[src/ehc_pkg.sv]
// ----------------------------------------------------------------------------
// ehc_pkg: shared definitions for the edge histogram classifier
// Widths, register indexes, kernel encoding and the kernel lookup function.
// ----------------------------------------------------------------------------
package ehc_pkg;

  localparam int COUNT_BITS = 16;
  localparam int MAX_BINS   = 10;

  localparam int MEAN_W     = 16;
  localparam int THR_W      = 20;
  localparam int CFG_DATA_W = 20;
  localparam int CFG_IDX_W  = 2;
  localparam int BIN_IDX_W  = 4;
  localparam int FRAC_W     = 17;

  // Address and loop counter widths for the bin store.
  localparam int BIN_AW = (MAX_BINS > 1) ? $clog2(MAX_BINS) : 1;
  localparam int KW     = $clog2(MAX_BINS + 1);

  localparam int N_FIVE = (5 < MAX_BINS) ? 5 : MAX_BINS;
  localparam int N_TEN  = (10 < MAX_BINS) ? 10 : MAX_BINS;

  // Signed sum of four quadrant means, and the Q22 response after scaling.
  localparam int SUM_W     = MEAN_W + 3;
  localparam int SQ2_W     = 17;
  localparam int RESP_W    = SUM_W + SQ2_W;
  localparam int Q14_SHIFT = 14;
  localparam logic signed [SQ2_W-1:0] SQ2_Q14 = 17'sd23170;

  // Fraction division: quotient bits and step counter.
  localparam int QBITS  = 17;
  localparam int STEP_W = $clog2(QBITS);
  localparam int FRAC_SHIFT = 16;

  typedef enum logic [CFG_IDX_W-1:0] {
    CFG_KERNEL_SET     = 2'd0,
    CFG_EDGE_THRESHOLD = 2'd1,
    CFG_USE_MAGNITUDE  = 2'd2
  } cfg_reg_t;

  typedef enum logic [1:0] {
    SG_ZERO = 2'd0,
    SG_POS  = 2'd1,
    SG_NEG  = 2'd2
  } sgn_t;

  typedef enum logic [1:0] {
    SC_ONE = 2'd0,
    SC_SQ2 = 2'd1,
    SC_TWO = 2'd2
  } scale_t;

  // A kernel is a sign per quadrant times a common scale.
  typedef struct packed {
    sgn_t   tl;
    sgn_t   tr;
    sgn_t   bl;
    sgn_t   br;
    scale_t scale;
  } kern_t;

  function automatic kern_t kernel_lookup(input logic ten, input logic [KW-1:0] k);
    kern_t r;
    r = '{SG_ZERO, SG_ZERO, SG_ZERO, SG_ZERO, SC_ONE};
    if (ten) begin
      case (int'(k))
        0: r = '{SG_NEG,  SG_POS,  SG_NEG,  SG_POS,  SC_ONE};
        1: r = '{SG_ZERO, SG_POS,  SG_NEG,  SG_ZERO, SC_SQ2};
        2: r = '{SG_POS,  SG_POS,  SG_NEG,  SG_NEG,  SC_ONE};
        3: r = '{SG_POS,  SG_ZERO, SG_ZERO, SG_NEG,  SC_SQ2};
        4: r = '{SG_POS,  SG_NEG,  SG_POS,  SG_NEG,  SC_ONE};
        5: r = '{SG_ZERO, SG_NEG,  SG_POS,  SG_ZERO, SC_SQ2};
        6: r = '{SG_NEG,  SG_NEG,  SG_POS,  SG_POS,  SC_ONE};
        7: r = '{SG_NEG,  SG_ZERO, SG_ZERO, SG_POS,  SC_SQ2};
        8: r = '{SG_POS,  SG_NEG,  SG_NEG,  SG_POS,  SC_TWO};
        9: r = '{SG_NEG,  SG_POS,  SG_POS,  SG_NEG,  SC_TWO};
        default: r = '{SG_ZERO, SG_ZERO, SG_ZERO, SG_ZERO, SC_ONE};
      endcase
    end else begin
      case (int'(k))
        0: r = '{SG_POS,  SG_NEG,  SG_POS,  SG_NEG,  SC_ONE};
        1: r = '{SG_POS,  SG_POS,  SG_NEG,  SG_NEG,  SC_ONE};
        2: r = '{SG_POS,  SG_ZERO, SG_ZERO, SG_NEG,  SC_SQ2};
        3: r = '{SG_ZERO, SG_POS,  SG_NEG,  SG_ZERO, SC_SQ2};
        4: r = '{SG_POS,  SG_NEG,  SG_NEG,  SG_POS,  SC_TWO};
        default: r = '{SG_ZERO, SG_ZERO, SG_ZERO, SG_ZERO, SC_ONE};
      endcase
    end
    return r;
  endfunction

  function automatic logic signed [SUM_W-1:0] signed_term(input sgn_t s,
                                                          input logic [MEAN_W-1:0] q);
    logic signed [SUM_W-1:0] qx;
    qx = $signed({{(SUM_W - MEAN_W){1'b0}}, q});
    unique case (s)
      SG_POS:  return qx;
      SG_NEG:  return -qx;
      default: return '0;
    endcase
  endfunction

endpackage

[src/ehc_if.sv]
// ----------------------------------------------------------------------------
// ehc_if: stream channels of the edge histogram classifier
// Sub-block input channel and bin share output channel, valid/ready.
// ----------------------------------------------------------------------------
interface ehc_in_if;
  logic                        valid;
  logic                        ready;
  logic [ehc_pkg::MEAN_W-1:0]  mean_top_left;
  logic [ehc_pkg::MEAN_W-1:0]  mean_top_right;
  logic [ehc_pkg::MEAN_W-1:0]  mean_bottom_left;
  logic [ehc_pkg::MEAN_W-1:0]  mean_bottom_right;
  logic                        last_in_region;

  modport source (output valid, mean_top_left, mean_top_right, mean_bottom_left,
                  mean_bottom_right, last_in_region, input ready);
  modport sink (input valid, mean_top_left, mean_top_right, mean_bottom_left,
                mean_bottom_right, last_in_region, output ready);
endinterface

interface ehc_out_if;
  logic                          valid;
  logic                          ready;
  logic [ehc_pkg::BIN_IDX_W-1:0] bin_index;
  logic [ehc_pkg::FRAC_W-1:0]    bin_fraction;
  logic                          last_bin;

  modport source (output valid, bin_index, bin_fraction, last_bin, input ready);
  modport sink (input valid, bin_index, bin_fraction, last_bin, output ready);
endinterface

[src/ehc_ram.sv]
// ----------------------------------------------------------------------------
// ehc_ram: generic single-write, single-read RAM
// One write port and one read port; read data is registered.
// ----------------------------------------------------------------------------
module ehc_ram #(
  parameter int WIDTH = 16,
  parameter int DEPTH = 10,
  localparam int AW = (DEPTH > 1) ? $clog2(DEPTH) : 1
) (
  input  logic             clk,
  input  logic             we,
  input  logic [AW-1:0]    waddr,
  input  logic [WIDTH-1:0] wdata,
  input  logic [AW-1:0]    raddr,
  output logic [WIDTH-1:0] rdata
);

  logic [WIDTH-1:0] mem [DEPTH];

  always_ff @(posedge clk) begin
    if (we) begin
      mem[waddr] <= wdata;
    end
    rdata <= mem[raddr];
  end

endmodule

[src/edge_histogram_classifier.sv]
// ----------------------------------------------------------------------------
// edge_histogram_classifier: edge kernel classifier with per-region histogram
//
//   channel     dir  beat contents
//   sub_block   in   four quadrant means (8.8), last_in_region
//   bin_share   out  bin_index, bin_fraction (Q16), last_bin
//   cfg_*       in   register write: index, data
//
// One sub-block at a time. A beat sweeps the n = 5 or 10 active kernels,
// one kernel per cycle through the shared response unit, then, if it is
// counted, does a read-modify-write of the bin count RAM. A region end
// handles each bin in turn: RAM read, 17-step restoring division, and the
// output register load. Output stalls hold the divider.
// Reset is synchronous; bin counts come out of reset empty via valid bits.
// ----------------------------------------------------------------------------
module edge_histogram_classifier (
  input  logic                            clk,
  input  logic                            rst,
  input  logic                            cfg_we,
  input  logic [ehc_pkg::CFG_IDX_W-1:0]   cfg_index,
  input  logic [ehc_pkg::CFG_DATA_W-1:0]  cfg_data,
  ehc_in_if.sink                          sub_block,
  ehc_out_if.source                       bin_share
);
  import ehc_pkg::*;

  typedef enum logic [7:0] {
    S_IDLE = 8'b0000_0001,
    S_KERN = 8'b0000_0010,
    S_CHK  = 8'b0000_0100,
    S_RMW  = 8'b0000_1000,
    S_RDB  = 8'b0001_0000,
    S_LOAD = 8'b0010_0000,
    S_DIV  = 8'b0100_0000,
    S_PUT  = 8'b1000_0000
  } state_t;

  state_t state;

  // Configuration registers.
  logic                    kernel_set;
  logic signed [THR_W-1:0] edge_threshold;
  logic                    use_magnitude;

  // Captured sub-block.
  logic [MEAN_W-1:0] q_tl, q_tr, q_bl, q_br;
  logic              last_r;

  // Kernel sweep.
  logic [KW-1:0]            kidx;
  logic [KW-1:0]            n_active;
  kern_t                    kc;
  logic signed [SUM_W-1:0]  ksum;
  logic signed [RESP_W-1:0] ksum_x;
  logic signed [RESP_W-1:0] kprod;
  logic signed [RESP_W-1:0] resp_next;
  logic signed [RESP_W-1:0] resp;
  logic                     resp_vld;
  logic [BIN_AW-1:0]        resp_idx;
  logic signed [RESP_W-1:0] resp_cmp;
  logic signed [RESP_W-1:0] best;
  logic                     hit;
  logic [BIN_AW-1:0]        win;

  // Bin store.
  logic [MAX_BINS-1:0]   cnt_vld;
  logic                  rd_vld;
  logic [COUNT_BITS-1:0] total;
  logic                  mem_we;
  logic [BIN_AW-1:0]     mem_raddr;
  logic [COUNT_BITS-1:0] mem_wdata;
  logic [COUNT_BITS-1:0] mem_rdata;
  logic [COUNT_BITS-1:0] cnt_read;

  // Region end and division.
  logic [BIN_AW-1:0]            bin;
  logic                         bin_last;
  logic [COUNT_BITS+QBITS-1:0]  dividend;
  logic [COUNT_BITS-1:0]        rem;
  logic [QBITS-1:0]             dvd;
  logic [QBITS-1:0]             quo;
  logic [STEP_W-1:0]            step;
  logic [COUNT_BITS:0]          rem_sh;
  logic                         div_ge;
  logic                         out_load;

  // Output register.
  logic                 out_vld;
  logic [BIN_IDX_W-1:0] out_idx;
  logic [FRAC_W-1:0]    out_frac;
  logic                 out_last;

  assign sub_block.ready      = (state == S_IDLE);
  assign bin_share.valid        = out_vld;
  assign bin_share.bin_index    = out_idx;
  assign bin_share.bin_fraction = out_frac;
  assign bin_share.last_bin     = out_last;

  always_ff @(posedge clk) begin
    if (rst) begin
      kernel_set     <= 1'b0;
      edge_threshold <= THR_W'(2816);
      use_magnitude  <= 1'b0;
    end else if (cfg_we) begin
      unique case (cfg_reg_t'(cfg_index))
        CFG_KERNEL_SET:     kernel_set     <= cfg_data[0];
        CFG_EDGE_THRESHOLD: edge_threshold <= $signed(cfg_data[THR_W-1:0]);
        CFG_USE_MAGNITUDE:  use_magnitude  <= cfg_data[0];
        default: ;
      endcase
    end
  end

  assign n_active = kernel_set ? KW'(N_TEN) : KW'(N_FIVE);

  // Response unit: signed sum of the quadrants, then the kernel scale.
  always_comb begin
    kc     = kernel_lookup(kernel_set, kidx);
    ksum   = signed_term(kc.tl, q_tl) + signed_term(kc.tr, q_tr)
           + signed_term(kc.bl, q_bl) + signed_term(kc.br, q_br);
    ksum_x = RESP_W'(ksum);
    kprod  = ksum * SQ2_Q14;
    unique case (kc.scale)
      SC_SQ2:  resp_next = kprod;
      SC_TWO:  resp_next = ksum_x <<< (Q14_SHIFT + 1);
      default: resp_next = ksum_x <<< Q14_SHIFT;
    endcase
  end

  assign resp_cmp = (use_magnitude && resp[RESP_W-1]) ? -resp : resp;

  assign mem_raddr = (state == S_CHK) ? win : bin;
  assign cnt_read  = rd_vld ? mem_rdata : '0;
  assign mem_we    = (state == S_RMW);
  assign mem_wdata = cnt_read + COUNT_BITS'(1);

  ehc_ram #(
    .WIDTH(COUNT_BITS),
    .DEPTH(MAX_BINS)
  ) u_bin_ram (
    .clk  (clk),
    .we   (mem_we),
    .waddr(win),
    .wdata(mem_wdata),
    .raddr(mem_raddr),
    .rdata(mem_rdata)
  );

  assign bin_last = (KW'(bin) == n_active - KW'(1));
  assign dividend = {{QBITS{1'b0}}, cnt_read} << FRAC_SHIFT
                  | '0;
  assign rem_sh   = {rem, dvd[QBITS-1]};
  assign div_ge   = (rem_sh >= {1'b0, total});
  assign out_load = (state == S_PUT) && (!out_vld || bin_share.ready);

  // Control state.
  always_ff @(posedge clk) begin
    if (rst) begin
      state   <= S_IDLE;
      out_vld <= 1'b0;
      cnt_vld <= '0;
      total   <= '0;
    end else begin
      if (out_load) begin
        out_vld <= 1'b1;
      end else if (bin_share.ready) begin
        out_vld <= 1'b0;
      end
      unique case (state)
        S_IDLE: begin
          if (sub_block.valid) begin
            state <= S_KERN;
          end
        end
        S_KERN: begin
          if (kidx == n_active) begin
            state <= S_CHK;
          end
        end
        S_CHK: begin
          if (hit && (total != '1)) begin
            state <= S_RMW;
          end else if (last_r) begin
            state <= S_RDB;
          end else begin
            state <= S_IDLE;
          end
        end
        S_RMW: begin
          cnt_vld[win] <= 1'b1;
          total        <= total + COUNT_BITS'(1);
          state        <= last_r ? S_RDB : S_IDLE;
        end
        S_RDB:  state <= S_LOAD;
        S_LOAD: state <= (total == '0) ? S_PUT : S_DIV;
        S_DIV: begin
          if (step == STEP_W'(QBITS - 1)) begin
            state <= S_PUT;
          end
        end
        S_PUT: begin
          if (out_load) begin
            if (bin_last) begin
              cnt_vld <= '0;
              total   <= '0;
              state   <= S_IDLE;
            end else begin
              state <= S_RDB;
            end
          end
        end
        default: state <= S_IDLE;
      endcase
    end
  end

  // Datapath registers.
  logic [COUNT_BITS+QBITS-1:0] dividend_r;
  assign dividend_r = dividend + (COUNT_BITS + QBITS)'(total >> 1);

  always_ff @(posedge clk) begin
    rd_vld <= cnt_vld[mem_raddr];
    unique case (state)
      S_IDLE: begin
        if (sub_block.valid) begin
          q_tl     <= sub_block.mean_top_left;
          q_tr     <= sub_block.mean_top_right;
          q_bl     <= sub_block.mean_bottom_left;
          q_br     <= sub_block.mean_bottom_right;
          last_r   <= sub_block.last_in_region;
          kidx     <= '0;
          resp_vld <= 1'b0;
          hit      <= 1'b0;
          best     <= RESP_W'(edge_threshold) <<< Q14_SHIFT;
        end
      end
      S_KERN: begin
        // Compare the previous response while the next one is formed.
        if (resp_vld && (resp_cmp >= best)) begin
          best <= resp_cmp;
          hit  <= 1'b1;
          win  <= resp_idx;
        end
        if (kidx != n_active) begin
          resp     <= resp_next;
          resp_idx <= kidx[BIN_AW-1:0];
          resp_vld <= 1'b1;
          kidx     <= kidx + KW'(1);
        end else begin
          resp_vld <= 1'b0;
        end
      end
      S_CHK: begin
        bin <= '0;
      end
      S_RMW: begin
        bin <= '0;
      end
      S_LOAD: begin
        rem  <= dividend_r[COUNT_BITS+QBITS-1:QBITS];
        dvd  <= dividend_r[QBITS-1:0];
        quo  <= '0;
        step <= '0;
      end
      S_DIV: begin
        rem  <= div_ge ? COUNT_BITS'(rem_sh - {1'b0, total}) : rem_sh[COUNT_BITS-1:0];
        quo  <= {quo[QBITS-2:0], div_ge};
        dvd  <= {dvd[QBITS-2:0], 1'b0};
        step <= step + STEP_W'(1);
      end
      S_PUT: begin
        if (out_load) begin
          out_idx  <= BIN_IDX_W'(bin);
          out_frac <= FRAC_W'(quo);
          out_last <= bin_last;
          bin      <= bin + BIN_AW'(1);
        end
      end
      default: ;
    endcase
  end

  // A region's final beat names the last active bin.
  a_last_bin_index: assert property (@(posedge clk) disable iff (rst)
    (out_vld && out_last) |-> (KW'(out_idx) == n_active - KW'(1)))
    else $error("last_bin on a bin other than the last active one");

  // Fractions never exceed one.
  a_frac_range: assert property (@(posedge clk) disable iff (rst)
    out_vld |-> (out_frac <= FRAC_W'(65536)))
    else $error("bin_fraction above 1.0");

  // The division remainder stays below the divisor.
  a_rem_bound: assert property (@(posedge clk) disable iff (rst)
    (state == S_DIV) |-> (rem < total))
    else $error("divider remainder out of range");

  // An accepted beat always starts the kernel sweep.
  a_accept_kern: assert property (@(posedge clk) disable iff (rst)
    (sub_block.valid && sub_block.ready) |=> (state == S_KERN))
    else $error("accepted beat did not start kernel sweep");

endmodule

[src/flat_wrapper.sv]
// flat-port wrapper written by rule: the top's interface ports become plain ports
module edge_histogram_classifier_flat import ehc_pkg::*;
  (clk, rst, cfg_we, cfg_index, cfg_data, sub_block_valid, sub_block_mean_top_left, sub_block_mean_top_right, sub_block_mean_bottom_left, sub_block_mean_bottom_right, sub_block_last_in_region, sub_block_ready, bin_share_valid, bin_share_bin_index, bin_share_bin_fraction, bin_share_last_bin, bin_share_ready);
  ehc_in_if sub_block_i ();
  ehc_out_if bin_share_i ();
  input  logic clk;
  input  logic rst;
  input  logic cfg_we;
  input  logic [ehc_pkg::CFG_IDX_W-1:0] cfg_index;
  input  logic [ehc_pkg::CFG_DATA_W-1:0] cfg_data;
  input wire logic [$bits(sub_block_i.valid)-1:0] sub_block_valid;
  input wire logic [$bits(sub_block_i.mean_top_left)-1:0] sub_block_mean_top_left;
  input wire logic [$bits(sub_block_i.mean_top_right)-1:0] sub_block_mean_top_right;
  input wire logic [$bits(sub_block_i.mean_bottom_left)-1:0] sub_block_mean_bottom_left;
  input wire logic [$bits(sub_block_i.mean_bottom_right)-1:0] sub_block_mean_bottom_right;
  input wire logic [$bits(sub_block_i.last_in_region)-1:0] sub_block_last_in_region;
  output wire logic [$bits(sub_block_i.ready)-1:0] sub_block_ready;
  output wire logic [$bits(bin_share_i.valid)-1:0] bin_share_valid;
  output wire logic [$bits(bin_share_i.bin_index)-1:0] bin_share_bin_index;
  output wire logic [$bits(bin_share_i.bin_fraction)-1:0] bin_share_bin_fraction;
  output wire logic [$bits(bin_share_i.last_bin)-1:0] bin_share_last_bin;
  input wire logic [$bits(bin_share_i.ready)-1:0] bin_share_ready;
  assign sub_block_i.valid = sub_block_valid;
  assign sub_block_i.mean_top_left = sub_block_mean_top_left;
  assign sub_block_i.mean_top_right = sub_block_mean_top_right;
  assign sub_block_i.mean_bottom_left = sub_block_mean_bottom_left;
  assign sub_block_i.mean_bottom_right = sub_block_mean_bottom_right;
  assign sub_block_i.last_in_region = sub_block_last_in_region;
  assign sub_block_ready = sub_block_i.ready;
  assign bin_share_valid = bin_share_i.valid;
  assign bin_share_bin_index = bin_share_i.bin_index;
  assign bin_share_bin_fraction = bin_share_i.bin_fraction;
  assign bin_share_last_bin = bin_share_i.last_bin;
  assign bin_share_i.ready = bin_share_ready;
  edge_histogram_classifier u_core (.clk(clk), .rst(rst), .cfg_we(cfg_we), .cfg_index(cfg_index), .cfg_data(cfg_data), .sub_block(sub_block_i), .bin_share(bin_share_i));
endmodule
[config.mk]
export PLATFORM = sky130hd
export DESIGN_NAME = edge_histogram_classifier_flat
export DESIGN_NICKNAME = d
export VERILOG_FILES = /design/src/ehc_pkg.sv /design/src/ehc_if.sv /design/src/ehc_ram.sv /design/src/edge_histogram_classifier.sv /design/src/flat_wrapper.sv
export SDC_FILE = /design/constraint.sdc
export NUM_CORES = 1
export LEC_CHECK = 0
export BUFFER_PORTS_ARGS = -buffer_cell sky130_fd_sc_hd__buf_2
export CAP_MARGIN = 20
export CORE_MARGIN = 8
export CORE_UTILIZATION = 39
export DETAILED_ROUTE_END_ITERATION = 10
export GPL_TIMING_DRIVEN = 1
export PLACE_DENSITY = 0.65
export SLEW_MARGIN = 25
export SYNTH_ARGS = -nofsm -noshare
export SYNTH_HDL_FRONTEND = slang
export SYNTH_SLANG_ARGS = --single-unit
[constraint.sdc]
create_clock -name clk -period 10.35 [get_ports clk]
set_clock_uncertainty 0.1 [all_clocks]
set_input_delay 2.07 -clock clk [delete_from_list [all_inputs] [get_ports clk]]
set_output_delay 2.07 -clock clk [all_outputs]
set_load 0.005 [all_outputs]
# == Yosys cells after proc, flatten, opt, wreduce, memory -nomap -nowiden ==
# Memory sizes are Yosys's and may differ from the RTL's. A register that Yosys moved wholly into a read port is not among the register bits.
# Cells that the tools add are included.
# Widths: inputs -> output; s select.
# word_totals
inputBits,92
ramBits,160
mem_count,2
out_inout_bits,24
romBits,160
ff_bits,290
# memory_table
name,depth,width,rd,rd_ports_with_merged_regs,write_ports,line_no,rtl
(name not given),16,10,1,1,0,ehc_pkg.sv:67,case (int'(k))
u_core.u_bin_ram.mem,10,16,1,1,1,ehc_ram.sv:18,logic [WIDTH-1:0] mem [DEPTH];
# classes
n_mux,53
eq_ne,36
n_mul,1
reduce_logical,29
order_cmp,5
addsub,16
n_bitwise,1
# op_table
op,count
$pmux 19 s2,4
$pmux 36 s2,2
$mux 36,3
$neg 16->19,4
$pmux 17 s2,2
$mux 16,4
$pmux 16 s2,2
$pmux 8 s8,1
$add 19x19->19,3
$mux 8,6
$pmux 9 s5,1
$ge 36x36->1,1
$neg 36->36,1
$mul 19x15->34 const B,1
$add 32x15->33,1
$add 16x1->16 const B,2
$mux 10,3
$mux 4,6
$pmux 10 s2,1
$reduce_and 2->1,9
$ge 17x16->1,1
$logic_not 16->1,1
$ne 16x16->1 const B,1
$pmux 4 s2,2
40 further kinds,79

# == Depth between registers and ports, before layout ==
# logic_depth
depth_word,10
mapped_depth,47

# == Hierarchy ==
# Synthesis repeated with hierarchy kept, for this count alone.
# hier_totals
cells_unflattened,2708
area_unflattened_um2,29208.0
# modules_own_cells
mod,n_inst,cells_each,area_each_um2,seq_area_each_um2
edge_histogram_classifier,1,2350,22495.3,8237.9
ehc_ram,1,358,6712.7,5124.9

# == Least setup slack after synthesis ==
# No wires, ideal clock.
# synth_path
kind,reg-to-reg
startpoint,register u_core.kidx[0]
endpoint,"register u_core.resp[32], data pin"
setup_ns,0.270
stages_incl_launch_ff,43
path_slack_ns,-0.126
t_arrival_ns,10.106
cell_sequence,edfxtp_1 inv_1 ha_1 nand2b_1 nor3b_1 a21oi_1 ha_1 nand2b_1 clkbuf_1 clkbuf_1 o21ai_0 nand2_1 o21ai_0 fa_1 inv_1 fa_1 inv_1 ha_1 [7 not listed] ha_1 inv_1 fa_1 fa_1 fa_1 fa_1 inv_1 ha_1 ha_1 a21o_1 a21o_1 a21oi_1 nand2_1 o211ai_1 o21ai_0 xor2_1 a221oi_1 a21oi_1
# synth_via
elab_chain_cells,10
elab_cells_between_ends,26
classes_between,3 x add/sub; 1 x mul; 14 x eq/ne; 7 x mux; 1 x reduce/logical
# synth_lines
item,line_no,rtl
"start, declared",edge_histogram_classifier.sv:50,logic [KW-1:0] kidx;
"start signal, assigned",edge_histogram_classifier.sv:248,kidx <= kidx + KW'(1);
"$eq 4x3->1, or another cell as far along",ehc_pkg.sv:81,case (int'(k))
$pmux 9 s5 (*),ehc_pkg.sv:81,
$mux 10 (*),ehc_pkg.sv:66,if (ten) begin
$eq 2x2->1 / $eq 2x1->1 (equally long branches),ehc_pkg.sv:97,unique case (s)
$pmux 19 s2,ehc_pkg.sv:97,
$add 19x19->19,edge_histogram_classifier.sv:119,"ksum = signed_term(kc.tl, q_tl) + signed_term(kc.tr, q_tr)"
$add 19x19->19 (2 in series),edge_histogram_classifier.sv:120,"+ signed_term(kc.bl, q_bl) + signed_term(kc.br, q_br);"
$mul 19x15->34,edge_histogram_classifier.sv:122,kprod = ksum * SQ2_Q14;
$pmux 36 s2 (*),edge_histogram_classifier.sv:123,unique case (kc.scale)
net u_core.resp_next[32],edge_histogram_classifier.sv:56,logic signed [RESP_W-1:0] resp_next;
"end signal, assigned",edge_histogram_classifier.sv:245,resp <= resp_next;
"end, declared",edge_histogram_classifier.sv:57,logic signed [RESP_W-1:0] resp;
# The timed path passes the listed nets; every way through them passes the cells marked *.
# A chain may end at the register's enable or synchronous reset.

# == Worst setup path in the final report ==
# layout_path
startpoint,register u_core.q_bl[2]
endpoint,"register u_core.resp[30], data pin"
# layout_via
elab_chain_cells,6
# layout_lines
item,line_no,rtl
"start, declared",edge_histogram_classifier.sv:46,"logic [MEAN_W-1:0] q_tl, q_tr, q_bl, q_br;"
"start signal, assigned",edge_histogram_classifier.sv:228,q_bl <= sub_block.mean_bottom_left;
$neg 16->19,ehc_pkg.sv:99,SG_NEG: return -qx;
$pmux 19 s2 (*),ehc_pkg.sv:97,
$add 19x19->19 (*) (2 in series),edge_histogram_classifier.sv:120,
$mul 19x15->34,edge_histogram_classifier.sv:122,
$pmux 36 s2 (*),edge_histogram_classifier.sv:123,
net u_core.resp_next[30],edge_histogram_classifier.sv:56,
# Marked as above.

==> impl_metrics.py <==
metrics = {
    "critical_path": {
        "slowest_stage": "fa_1",
        "arrival_ps": 10170,
        "worstSetupPathType": "reg -> reg",
        "end_kind": "flop",
        "required_ps": 10570,
        "cp_max_fo": 3,
        "slowest_delay_ps": 540,
        "worst_setup_path_start_kind": "flop",
        "cp_common_cell": "fa_1",
    },
    "run": {
        "max_cap_viol_count": 0,
    },
    "synthesis": {
        "synthFlopType": "edfxtp_1",
        "yosysMostFrequentCell": "edfxtp_1",
        "synth_fp_nets": 3052,
        "syn_inst": 2628,
        "synth_area_per_cell_um2": 10.9,
        "synth_edf_count": 389,
        "ys_seq_area_share_pct": 46.5,
        "synth_area_leader_cell": "edfxtp_1",
        "async_flop_share_pct": 0,
        "synth_warnings": 0,
        "synthDistinctLibCells": 71,
        "ys_ff_latch": 473,
        "synthTopCellsByArea": "edfxtp_1 41%, ha_1 9.7%, fa_1 7.6%",
        "ys_top_cells_by_count": "389 x edfxtp_1, 265 x inv_1, 260 x nand2_1",
        "syn_area_mm2": 0.0288,
        "yosysTopAreaCellShare_pct": 40.6,
    },
    "route": {
        "route.detailed.drc": 0,
        "drt-vias-per-instance": 5.20,
        "drt_wl_total_mm": 64.9,
        "vias": 19800,
        "post_drt_wl_per_cell_um": 17.0,
        "postRouteAntennaNets": 0,
        "drt_iter0_drc": 1414,
        "dr.pass1.iters": 7,
    },
    "sta": {
        "clock.fmax_mhz": 101,
        "finalSetupViolations": 0,
        "finalMaxSlewViolations": 0,
        "fin_crit_ps": 9940,
        "worst_pin_slew_ps": 996,
        "period_share_pct": 96.1,
        "slew_headroom_pct": 33.6,
        "hold_viol": 0,
    },
    "floorplanning": {
        "fp.dieArea_mm2": 0.0827,
        "fp-row-count": 99,
        "core_mm2": 0.0730,
        "die_width_um": 288,
        "die_y_um": 288,
        "initial_core_util_pct": 39.4,
        "ios": 116,
    },
    "place": {
        "placed_area_mm2": 0.0310,
        "gp_congestion": 0.869,
        "hpwlAfterDp_mm": 47.6,
        "port-buffer-count": 115,
    },
    "clock_network": {
        "cts_inserted_buffers": 51,
        "cts_sinks": 473,
        "cts_root_buf": "clkbuf_16",
        "clk_latency_ps": 610,
        "cts.htree.levels": 2,
        "clk_pin_slew_worst_paths_ps": 70,
        "clockBufferDepth": 3,
        "cts_tree": "built",
    },
    "layout": {
        "stdcell_area_mm2": 0.0331,
        "syn_to_final_growth_pct": 14.9,
        "nNetsFinal": 3237,
        "num-fill-cells": 6724,
        "antenna_cells": 0,
        "drive_gt1_share_pct": 14.5,
    },
    "worst_hold_path": {
        "worstHoldPathType": "reg -> reg",
    },
    "global_route": {
        "grt_pass1_wl_mm": 102,
        "antenna_found_initial": 2,
        "grt_pass1_vias": 19300,
        "grt_start_max_net_pins": 69,
        "track_usage_pct": 15.2,
        "grt_remaining_overflow": 0,
    },
    "outcome": {
        "run_status": "completed",
    },
}
-- placed cells by master (no fill, tap or decap), drive strengths merged, types with 12 or more instances in the layout --
cell	synthesis	layout
a211oi	24	24
a21o	29	29
a21oi	140	140
a22oi	21	21
and2	55	55
buf	7	211
clkbuf	72	70
clkinv	0	17
dfxtp	84	84
edfxtp	389	389
fa	109	109
ha	223	223
inv	265	268
mux2i	38	38
mux4	33	33
nand2	260	260
nand2b	29	29
nand3	36	36
nand3b	12	12
nand4	19	19
nor2	167	167
nor2b	53	53
nor3	57	57
nor4	16	16
o21a	13	13
o21ai	168	168
o31ai	27	27
or3	31	31
or4	15	15
xnor2	79	79
xor2	42	42
-- stage by stage --
step	hold WS [ps]	TNS [ps]	util [%]	std cells	worst slack (ps)
2_1_floorplan	300	0	-	2628	56.2
3_3_place_gp	303	0	42.5	3711	154
3_5_place_dp	308	-180	42.5	3712	-79.4
4_1_cts	323	0	44.8	3808	35.1
5_1_grt	333	-408	45.3	3815	-111
6_report	321	0	45.3	3815	407
-- kinds of logic (layout without fill, tap and decap cells) --
logic type | count (synthesis) | after routing | synth area share (%)
AOI/OAI and AO/OA | 494 | 494 | 10.5
xor gates and xnor gates | 121 | 121 | 3.74
adders and majority gates | 332 | 332 | 17.3
buffers and inverters | 344 | 572 | 4.52
DFF | 473 | 473 | 46.5
muxes | 71 | 71 | 3.91
and+or+nand+nor | 793 | 793 | 13.6
-- critical path: cells and delay by family (launching register included) --
kind,cells,cell delay (ps)
adder cells (fa/ha/maj),10,4040
AND/OR/NAND/NOR,11,2440
AO/OA/AOI/OAI,11,2060
flip-flops,1,390
buffers and inverters,4,340
XOR/XNOR,2,280
-- final cells by class --
type	instances	area (um^2)	area share (%)
multi-input combinational	1811	14500	43.8
sequential	473	13400	40.4
clock buffer	70	1440	4.35
timing repair buffer	211	1310	3.97
tap	959	1200	3.63
inverter	265	995	3.01
clock inverter	26	251	0.761
-- final timing paths --
check        cells past startpoint                                     endpoint                         start  slack [ps]
max                             38                    u_core.resp[30]$_DFFE_PP_      u_core.q_bl[2]$_DFFE_PP_         410
min                              0  u_core.bin_share.bin_fraction[16]$_DFFE_PP_  u_core.quo[16]$_SDFFCE_PN0P_         320
max reg2reg                     38                    u_core.resp[30]$_DFFE_PP_      u_core.q_bl[2]$_DFFE_PP_         410
min reg2reg                      0  u_core.bin_share.bin_fraction[16]$_DFFE_PP_  u_core.quo[16]$_SDFFCE_PN0P_         320
-- state kept, by name (all words and copies together) (netlist names), 5 cells and up, named ones only --
register	cells
u_core.best	35
u_core.u_bin_ram.rdata	16
u_core.resp	34
u_core.q_bl	16
u_core.state	8
u_core.q_tl	16
u_core.cnt_vld	10
u_core.q_br	16
u_core.rem	16
u_core.bin_share.bin_fraction	17
u_core.q_tr	16
u_core.total	16
u_core.dvd	17
u_core.step	5
u_core.u_bin_ram.mem	160
u_core.edge_threshold	20
u_core.quo	17
-- per-layer routing --
| metal | GRT usage (%) | part of all wire [%] | routed length (um) |
|---|---|---|---|
| met1 | 21.0 | 46 | 30000 |
| met2 | 24.7 | 46 | 30200 |
| met3 | 2.25 | 5.0 | 3260 |
| met4 | 4.48 | 2.4 | 1540 |
| met5 | 0 | 0.035 | 23 |
-- timing repair --
item	in CTS	in global routing
hold endpoints to repair	0	0
pin swaps	0	13
hold buffers	0	0
resized for setup	2	65
endpoints found under the setup margin	4	14
setup buffers	0	7
gates cloned	0	0
Power is left out: the tool's default activity adds up to more than one toggle a clock period on the data nets, which glitch-free logic cannot reach.
